**config.mk**
```make
export PLATFORM = sky130hd
export DESIGN_NAME = mips_itype_execute_unit_core
export DESIGN_NICKNAME = d
export VERILOG_FILES = /design/src/rtl/mitx_pkg.sv /design/src/rtl/mips_itype_execute_unit_core.sv /design/src/rtl/mitx_regfile.sv
export SDC_FILE = /design/constraint.sdc
export NUM_CORES = 2
export LEC_CHECK = 0
export BUFFER_PORTS_ARGS = -buffer_cell sky130_fd_sc_hd__buf_2
export CORE_MARGIN = 2
export CORE_UTILIZATION = 35
export CTS_CLUSTER_DIAMETER = 60
export DETAILED_ROUTE_END_ITERATION = 8
export SLEW_MARGIN = 20
export SYNTH_ARGS = -nofsm -noshare
export SYNTH_HDL_FRONTEND = slang
export SYNTH_HIERARCHICAL = 1
export SYNTH_SLANG_ARGS = --single-unit
```
**constraint.sdc**
```tcl
create_clock -name clk_i -period 9.4 [get_ports clk_i]
set_clock_uncertainty 0.1 [all_clocks]
set_input_delay 0.94 -clock clk_i [delete_from_list [all_inputs] [get_ports clk_i]]
set_output_delay 0.94 -clock clk_i [all_outputs]
set_load 0.02 [all_outputs]
```
**src/rtl/mitx_pkg.sv**
```systemverilog
`default_nettype none

package mitx_pkg;

  localparam int unsigned INSTR_SPACE_BYTES = 16777216;

  localparam int unsigned XLEN     = 32;
  localparam int unsigned NUM_REGS = 32;
  localparam int unsigned RIDX_W   = 5;

  localparam logic [5:0] OP_REGIMM = 6'b000001;
  localparam logic [5:0] OP_BEQ    = 6'b000100;
  localparam logic [5:0] OP_ADDI   = 6'b001000;
  localparam logic [5:0] OP_ADDIU  = 6'b001001;
  localparam logic [5:0] OP_ANDI   = 6'b001100;
  localparam logic [5:0] OP_ORI    = 6'b001101;

  // opcodes that are decoded but not executed
  localparam logic [5:0] OP_BNE    = 6'b000101;
  localparam logic [5:0] OP_BLEZ   = 6'b000110;
  localparam logic [5:0] OP_BGTZ   = 6'b000111;
  localparam logic [5:0] OP_SLTI   = 6'b001010;
  localparam logic [5:0] OP_SLTIU  = 6'b001011;
  localparam logic [5:0] OP_XORI   = 6'b001110;
  localparam logic [5:0] OP_LUI    = 6'b001111;
  localparam logic [5:0] OP_LB     = 6'b100000;
  localparam logic [5:0] OP_LH     = 6'b100001;
  localparam logic [5:0] OP_LWL    = 6'b100010;
  localparam logic [5:0] OP_LW     = 6'b100011;
  localparam logic [5:0] OP_LBU    = 6'b100100;
  localparam logic [5:0] OP_LHU    = 6'b100101;
  localparam logic [5:0] OP_LWR    = 6'b100110;
  localparam logic [5:0] OP_SB     = 6'b101000;
  localparam logic [5:0] OP_SH     = 6'b101001;
  localparam logic [5:0] OP_SW     = 6'b101011;

  localparam logic [4:0] RT_BLTZ   = 5'b00000;
  localparam logic [4:0] RT_BGEZ   = 5'b00001;
  localparam logic [4:0] RT_BLTZAL = 5'b10000;
  localparam logic [4:0] RT_BGEZAL = 5'b10001;

  localparam logic [4:0] LINK_REG  = 5'b11111;

  typedef enum logic [1:0] {
    ST_OK       = 2'd0,
    ST_OVERFLOW = 2'd1,
    ST_TARGET   = 2'd2,
    ST_UNIMPL   = 2'd3
  } status_e;

  typedef struct packed {
    logic                   en;
    logic [RIDX_W-1:0]      idx;
    logic [XLEN-1:0]        data;
  } rf_wr_t;

endpackage

`default_nettype wire

```
**src/rtl/mips_itype_execute_unit_core.sv**
```systemverilog
// Stages: execute stage registers at accept, then output registers for the result.
// Throughput: one instruction per cycle unless the output stalls; register file read
//   at accept; execute, write back on advance; same-cycle writes bypass to operands.
// Reset: program counter cleared, register file valid bits cleared so every
//   register reads zero, pipeline and output emptied.
`default_nettype none

module mips_itype_execute_unit_core #(
  parameter int unsigned INSTR_SPACE_BYTES = mitx_pkg::INSTR_SPACE_BYTES
) (
  input  wire logic                        clk_i,
  input  wire logic                        rst_ni,
  input  wire logic                        in_valid_i,
  output logic                             in_stall_o,
  input  wire logic [31:0]                 instruction_i,
  output logic                             out_valid_o,
  input  wire logic                        out_stall_i,
  output logic      [1:0]                  status_o,
  output logic      [31:0]                 next_pc_o,
  output logic                             wrote_register_o,
  output logic      [4:0]                  write_index_o,
  output logic      [31:0]                 write_value_o
);

  localparam logic [33:0] TGT_LIMIT = 34'((INSTR_SPACE_BYTES + 3) / 4);

  // ---------------- execute stage registers
  logic        s1_valid_q;
  logic [31:0] instr_q;
  logic        byp_a_q, byp_b_q;
  logic [31:0] byp_val_q;
  logic [31:0] pc_q, pc_d;

  // ---------------- output registers
  logic                 out_valid_q;
  mitx_pkg::status_e    status_q, status_d;
  logic [31:0]          npc_q;
  logic                 wr_q;
  logic [4:0]           widx_q;
  logic [31:0]          wval_q;

  logic        s1_adv, s1_fire, in_fire;
  logic [31:0] rf_a, rf_b, opa, opb;
  mitx_pkg::rf_wr_t wb;

  assign s1_adv     = !out_valid_q || !out_stall_i;
  assign s1_fire    = s1_valid_q && s1_adv;
  assign in_stall_o = s1_valid_q && !s1_adv;
  assign in_fire    = in_valid_i && !in_stall_o;

  mitx_regfile u_rf (
    .clk_i       (clk_i),
    .rst_ni      (rst_ni),
    .wr_i        (wb),
    .rd_en_i     (in_fire),
    .rd_addr_a_i (instruction_i[25:21]),
    .rd_addr_b_i (instruction_i[20:16]),
    .rd_data_a_o (rf_a),
    .rd_data_b_o (rf_b)
  );

  assign opa = byp_a_q ? byp_val_q : rf_a;
  assign opb = byp_b_q ? byp_val_q : rf_b;

  // ---------------- execute
  logic [5:0]  op;
  logic [4:0]  rs, rt;
  logic [15:0] imm;
  logic [31:0] sext, zext, sum, link, tested;
  logic [33:0] target;
  logic        taken, is_branch, wr_raw;
  logic [4:0]  widx_raw;
  logic [31:0] wval_raw;
  logic        wr_fin;

  assign op   = instr_q[31:26];
  assign rs   = instr_q[25:21];
  assign rt   = instr_q[20:16];
  assign imm  = instr_q[15:0];
  assign sext = {{16{imm[15]}}, imm};
  assign zext = {16'h0000, imm};
  assign sum  = opa + sext;
  assign link = pc_q + 32'd2;
  assign tested = (rs == mitx_pkg::LINK_REG) ? link : opa;
  assign target = {2'b00, pc_q} + 34'd1 + {{18{imm[15]}}, imm};

  always_comb begin
    status_d  = mitx_pkg::ST_OK;
    is_branch = 1'b0;
    taken     = 1'b0;
    wr_raw    = 1'b0;
    widx_raw  = rt;
    wval_raw  = sum;
    case (op)
      mitx_pkg::OP_ADDI: begin
        if (((opa ^ sum) & (sext ^ sum) & 32'h8000_0000) != 32'd0) begin
          status_d = mitx_pkg::ST_OVERFLOW;
        end else begin
          wr_raw = 1'b1;
        end
      end
      mitx_pkg::OP_ADDIU: wr_raw = 1'b1;
      mitx_pkg::OP_ANDI: begin
        wr_raw   = 1'b1;
        wval_raw = opa & zext;
      end
      mitx_pkg::OP_ORI: begin
        wr_raw   = 1'b1;
        wval_raw = opa | zext;
      end
      mitx_pkg::OP_BEQ: begin
        is_branch = 1'b1;
        taken     = (opa == opb);
      end
      mitx_pkg::OP_REGIMM: begin
        case (rt)
          mitx_pkg::RT_BGEZ: begin
            is_branch = 1'b1;
            taken     = !opa[31];
          end
          mitx_pkg::RT_BGEZAL: begin
            is_branch = 1'b1;
            taken     = !tested[31];
            wr_raw    = 1'b1;
            widx_raw  = mitx_pkg::LINK_REG;
            wval_raw  = link;
          end
          mitx_pkg::RT_BLTZ, mitx_pkg::RT_BLTZAL: status_d = mitx_pkg::ST_UNIMPL;
          default: ;
        endcase
      end
      mitx_pkg::OP_BNE, mitx_pkg::OP_BLEZ, mitx_pkg::OP_BGTZ, mitx_pkg::OP_SLTI,
      mitx_pkg::OP_SLTIU, mitx_pkg::OP_XORI, mitx_pkg::OP_LUI, mitx_pkg::OP_LB,
      mitx_pkg::OP_LH, mitx_pkg::OP_LWL, mitx_pkg::OP_LW, mitx_pkg::OP_LBU,
      mitx_pkg::OP_LHU, mitx_pkg::OP_LWR, mitx_pkg::OP_SB, mitx_pkg::OP_SH,
      mitx_pkg::OP_SW: status_d = mitx_pkg::ST_UNIMPL;
      default: ;
    endcase

    pc_d = pc_q;
    if (is_branch) begin
      if (!taken) begin
        pc_d = link;
      end else if (target[33] || (target >= TGT_LIMIT)) begin
        status_d = mitx_pkg::ST_TARGET;
      end else begin
        pc_d = target[31:0];
      end
    end
    if (status_d != mitx_pkg::ST_OK) begin
      pc_d   = pc_q;
      wr_raw = 1'b0;
    end
  end

  assign wr_fin  = wr_raw && (widx_raw != 5'd0);
  assign wb.en   = s1_fire && wr_fin;
  assign wb.idx  = widx_raw;
  assign wb.data = wval_raw;

  // ---------------- control registers
  always_ff @(posedge clk_i or negedge rst_ni) begin
    if (!rst_ni) begin
      s1_valid_q  <= 1'b0;
      out_valid_q <= 1'b0;
      pc_q        <= '0;
      byp_a_q     <= 1'b0;
      byp_b_q     <= 1'b0;
    end else begin
      if (in_fire) begin
        s1_valid_q <= 1'b1;
        // a write landing at the same edge as the read is not in the read data
        byp_a_q    <= wb.en && (wb.idx == instruction_i[25:21]);
        byp_b_q    <= wb.en && (wb.idx == instruction_i[20:16]);
      end else if (s1_fire) begin
        s1_valid_q <= 1'b0;
      end
      if (s1_fire) begin
        out_valid_q <= 1'b1;
        pc_q        <= pc_d;
      end else if (!out_stall_i) begin
        out_valid_q <= 1'b0;
      end
    end
  end

  // ---------------- payload registers
  always_ff @(posedge clk_i) begin
    if (in_fire) begin
      instr_q   <= instruction_i;
      byp_val_q <= wb.data;
    end
    if (s1_fire) begin
      status_q <= status_d;
      npc_q    <= pc_d;
      wr_q     <= wr_fin;
      widx_q   <= wr_fin ? widx_raw : 5'd0;
      wval_q   <= wr_fin ? wval_raw : 32'd0;
    end
  end

  assign out_valid_o      = out_valid_q;
  assign status_o         = status_q;
  assign next_pc_o        = npc_q;
  assign wrote_register_o = wr_q;
  assign write_index_o    = widx_q;
  assign write_value_o    = wval_q;

  // ---------------- assertions
  a_no_write_fields_zero: assert property (@(posedge clk_i) disable iff (!rst_ni)
    (out_valid_o && !wrote_register_o) |-> (write_index_o == 5'd0 && write_value_o == 32'd0))
    else $error("result without a register write carries nonzero write fields");

  a_no_r0_write: assert property (@(posedge clk_i) disable iff (!rst_ni)
    wb.en |-> (wb.idx != 5'd0))
    else $error("write back to register zero");

  a_error_no_side_effect: assert property (@(posedge clk_i) disable iff (!rst_ni)
    (s1_fire && status_d != mitx_pkg::ST_OK) |=> ($stable(pc_q) && out_valid_o && !wrote_register_o))
    else $error("faulting instruction changed state");

  a_stall_only_when_full: assert property (@(posedge clk_i) disable iff (!rst_ni)
    in_stall_o |-> (s1_valid_q && out_valid_q && out_stall_i))
    else $error("input stalled with free execute stage");

endmodule

`default_nettype wire

```
**src/rtl/mitx_regfile.sv**
```systemverilog
`default_nettype none

module mitx_regfile (
  input  wire logic                         clk_i,
  input  wire logic                         rst_ni,
  input  wire mitx_pkg::rf_wr_t             wr_i,
  input  wire logic                         rd_en_i,
  input  wire logic [mitx_pkg::RIDX_W-1:0]  rd_addr_a_i,
  input  wire logic [mitx_pkg::RIDX_W-1:0]  rd_addr_b_i,
  output logic      [mitx_pkg::XLEN-1:0]    rd_data_a_o,
  output logic      [mitx_pkg::XLEN-1:0]    rd_data_b_o
);

  logic [mitx_pkg::XLEN-1:0]     mem [mitx_pkg::NUM_REGS];
  logic [mitx_pkg::NUM_REGS-1:0] vld_q;
  logic [mitx_pkg::XLEN-1:0]     rdata_a_q;
  logic [mitx_pkg::XLEN-1:0]     rdata_b_q;
  logic                          vld_a_q;
  logic                          vld_b_q;

  always_ff @(posedge clk_i) begin
    if (wr_i.en) begin
      mem[wr_i.idx] <= wr_i.data;
    end
    if (rd_en_i) begin
      rdata_a_q <= mem[rd_addr_a_i];
      rdata_b_q <= mem[rd_addr_b_i];
    end
  end

  // entries never written read as zero
  always_ff @(posedge clk_i or negedge rst_ni) begin
    if (!rst_ni) begin
      vld_q   <= '0;
      vld_a_q <= 1'b0;
      vld_b_q <= 1'b0;
    end else begin
      if (wr_i.en) begin
        vld_q[wr_i.idx] <= 1'b1;
      end
      if (rd_en_i) begin
        vld_a_q <= vld_q[rd_addr_a_i];
        vld_b_q <= vld_q[rd_addr_b_i];
      end
    end
  end

  assign rd_data_a_o = vld_a_q ? rdata_a_q : '0;
  assign rd_data_b_o = vld_b_q ? rdata_b_q : '0;

endmodule

`default_nettype wire

```
==> reports/results.ini <==
[floorplanning]
core_um2 = 183000
die_h_um = 433
rows = 157
initial_utilization = 0.352
die_w_um = 433
die-area_um2 = 188000
io-pin-count = 110

[setup_path]
start_kind = flip-flop
worst-r2r-cell-count = 18
cp-endpoint = u_rf/mem[6][28]$_DFFE_PP_
slowest_delay_ns = 1.16
path_cells = and2_1 > mux2i_1 > inv_1 > ha_1 > a21o_1 > a21o_1 > a211oi_1 > o221ai_1 > and3_1 > a21oi_1 > o21ai_0 > mux2i_1 > nor2_2 > nand2_1 > nor2_1 > nand3b_1 > nor2_4 > buf_4
worstPathArrival_ns = 8.09
worstPathMaxFanout = 22
cp-end-kind = flip-flop
path_class = reg2reg
r2r_slack_ns = 1.68
critPathLaunch = u_rf/vld_a_q$_DFFE_PN0P_
r2r-start = u_rf/vld_a_q$_DFFE_PN0P_
slowest_stage = nor2_4
cp.required_ns = 9.77
r2r_end = u_rf/mem[6][28]$_DFFE_PP_

[clock_network]
cts.repair.resized = 0
clock_latency_ns = 0.79
cts_hold_buf = 0
cts.sinks = 1294
cts_setup_buffers = 0
numCtsBuffers = 147
cts_tree = yes
h-tree-depth = 4
clockBufferDepth = 3
root_buffer = clkbuf_16
path_clk_slew_ns = 0.06

[sta]
setup_viol = 0
max_slew_margin = 0.197
rsz0062_at_grt = no
maxSlewViolCount = 0
tns_ns = 0
period_share = 0.821
hold_slack_ns = 0.0384
final-hold-violation-count = 0
fin_crit_ns = 7.72
fmax_mhz = 130
worstMarginPinSlew_ns = 1.20

[drt]
num_vias = 37500
route.final.wire_length_um = 194000
dr.pass1.iters = 6
drt_iter0_drc = 4114
drc = 0
wl_per_cell_um = 30.4
routed_via_density = 5.86
ant_nets = 0

[cells_and_area]
final_layout_size_suffix_gt1_frac = 0.326
area_growth_syn_to_layout_pct = 13.5
layout.nets = 3930

[synth]
yosysSeqAreaShare = 0.597
yosysWarningCount = 6
synth_top_area_frac = 0.570
synth_cells = 3688
synth_edf_count = 1224
synth_area_leaders = edfxtp_1 57%, mux4_2 22%, dfrtp_1 2.7%, ha_1 1.6%, mux2_2 1.4%
yosys.cell_types.count = 92
ys_ff_latch = 1294
async_reset_ff_frac = 0.0541
syn_avg_cell_area_um2 = 17.5
syn-num-nets = 3807
synthTopCellsByCount = 1224 x edfxtp_1, 640 x mux4_2, 149 x nor2_1, 141 x nand2_1, 122 x clkbuf_1
yosys_most_used_dff = edfxtp_1
netlist_area_um2 = 64500
synth_area_leader_cell = edfxtp_1
yosysMostFrequentCell = edfxtp_1

[power_and_ir_drop]
vdd_drop_max_v = 0.000170
p_leak_nw = 24.2
power_density_nw_per_um2 = 205

[global_route]
grt_antenna_before_repair = 12
grt_max_degree = 120
grt-ovfl-total = 0
grt_pass1_wl_um = 278000
grtUsageTotal = 0.207
grt_pass1_vias = 37700

[run_status]
status = finished, final reports clean

[placement]
gp_congestion = 0.926
portBuffers = 109
hpwl_um = 123000

[run]
cap_violations = 0

[hold_path]
min_path_type = in2async

[how the worst min path moves through the flow]
stage	startpoint	end	slack [ns]	cells past startpoint
floorplan	s1_valid_q$_DFFE_PN0P_	out_valid_o$_DFFE_PN0P_	0.36	1
global placement	s1_valid_q$_DFFE_PN0P_	out_valid_o$_DFFE_PN0P_	0.37	1
detailed placement	u_rf/vld_q[14]$_DFFE_PN0P_	u_rf/vld_q[14]$_DFFE_PN0P_	0.38	1
CTS	rst_ni	u_rf/vld_q[0]$_DFFE_PN0P_	0.005	1
global route	rst_ni	u_rf/vld_b_q$_DFFE_PN0P_	0.04	1
finish	rst_ni	u_rf/vld_q[13]$_DFFE_PN0P_	0.04	1
[final cells by class]
class                           instances  area [µm²]
Inverter                               84         322
Antenna cell                            4        10.0
Timing Repair Buffer                  212        1550
Clock inverter                         85         830
Clock buffer                          186        3980
Sequential cell                      1294       38500
Multi-Input combinational cell       2072       24900
Tap cell                             2464        3080
Fill cell                           16500      110000
[through the flow]
stage	power, mW	utilization	std cells	setup slack (ns)	cell area (µm²)
detailed placement	9.40	0.374	6126	1.81	68400
global placement	9.39	0.374	6126	1.92	68400
global route	15.5	0.400	6399	1.43	73200
floorplan	8.47	-	3688	1.73	64500
finish	15.0	0.400	6401	1.68	73200
CTS	15.1	0.400	6397	1.77	73200
[layout by cell type, fill, tap and decap left out, drive strengths merged, types with 55 or more instances in the layout]
master | netlist | final
buf | 114 | 212
clkbuf | 124 | 186
a21oi | 99 | 99
mux2i | 82 | 82
ha | 81 | 81
dfrtp | 70 | 70
o21ai | 85 | 85
xnor2 | 72 | 72
mux2 | 82 | 82
and2 | 78 | 78
xor2 | 60 | 60
edfxtp | 1224 | 1224
mux4 | 640 | 640
clkinv | 0 | 55
nor2 | 151 | 151
nand2 | 143 | 143
inv | 84 | 99
[per-layer routing]
layer | wire length, µm | global-route usage | part of all wire | vias up
met1 | 77400 | 0.277 | 0.40 | 20000
met4 | 6860 | 0.0744 | 0.035 | 0
met2 | 95000 | 0.340 | 0.49 | 1727
met3 | 15200 | 0.0353 | 0.078 | 308
met5 | 0 | 0 | 0 | -
li1 | - | - | - | 15600
[cells by family after synthesis]
| family | synth area share |
|---|---|
| buffers and inverters | 0.0228 |
| adders and majority gates | 0.0163 |
| DFF | 0.597 |
| and+or+nand+nor | 0.0497 |
| muxes | 0.251 |
| AOI/OAI and AO/OA | 0.0459 |
| xor gates and xnor gates | 0.0179 |
[power by group]
group | internal, mW | switching, mW | total [mW]
Sequential | 6.91 | 0.0989 | 7.01
Combinational | 0.743 | 1.52 | 2.27
Clock | 3.35 | 2.40 | 5.75
[registers in the layout, indices dropped and copies added (netlist names)]
register,count
u_rf/vld_a_q,1
write_index_o,5
instr_q,32
u_rf/rdata_b_q,32
u_rf/vld_b_q,1
pc_q,32
next_pc_o,32
byp_val_q,32
u_rf/mem,1024
status_o,2
byp_a_q,1
u_rf/rdata_a_q,32
write_value_o,32
out_valid_o,1
u_rf/vld_q,32
wrote_register_o,1
s1_valid_q,1
byp_b_q,1
[critical path, delay by kind of cell (launching register included)]
kind | cells | cell delay (ns)
AOI/OAI and AO/OA | 6 | 1.78
adders and majority gates | 1 | 0.22
buffers and inverters | 2 | 0.54
DFF | 1 | 0.63
muxes | 2 | 0.52
and+or+nand+nor | 7 | 3.56
No activity file was read; power rests on OpenSTA's default activity.
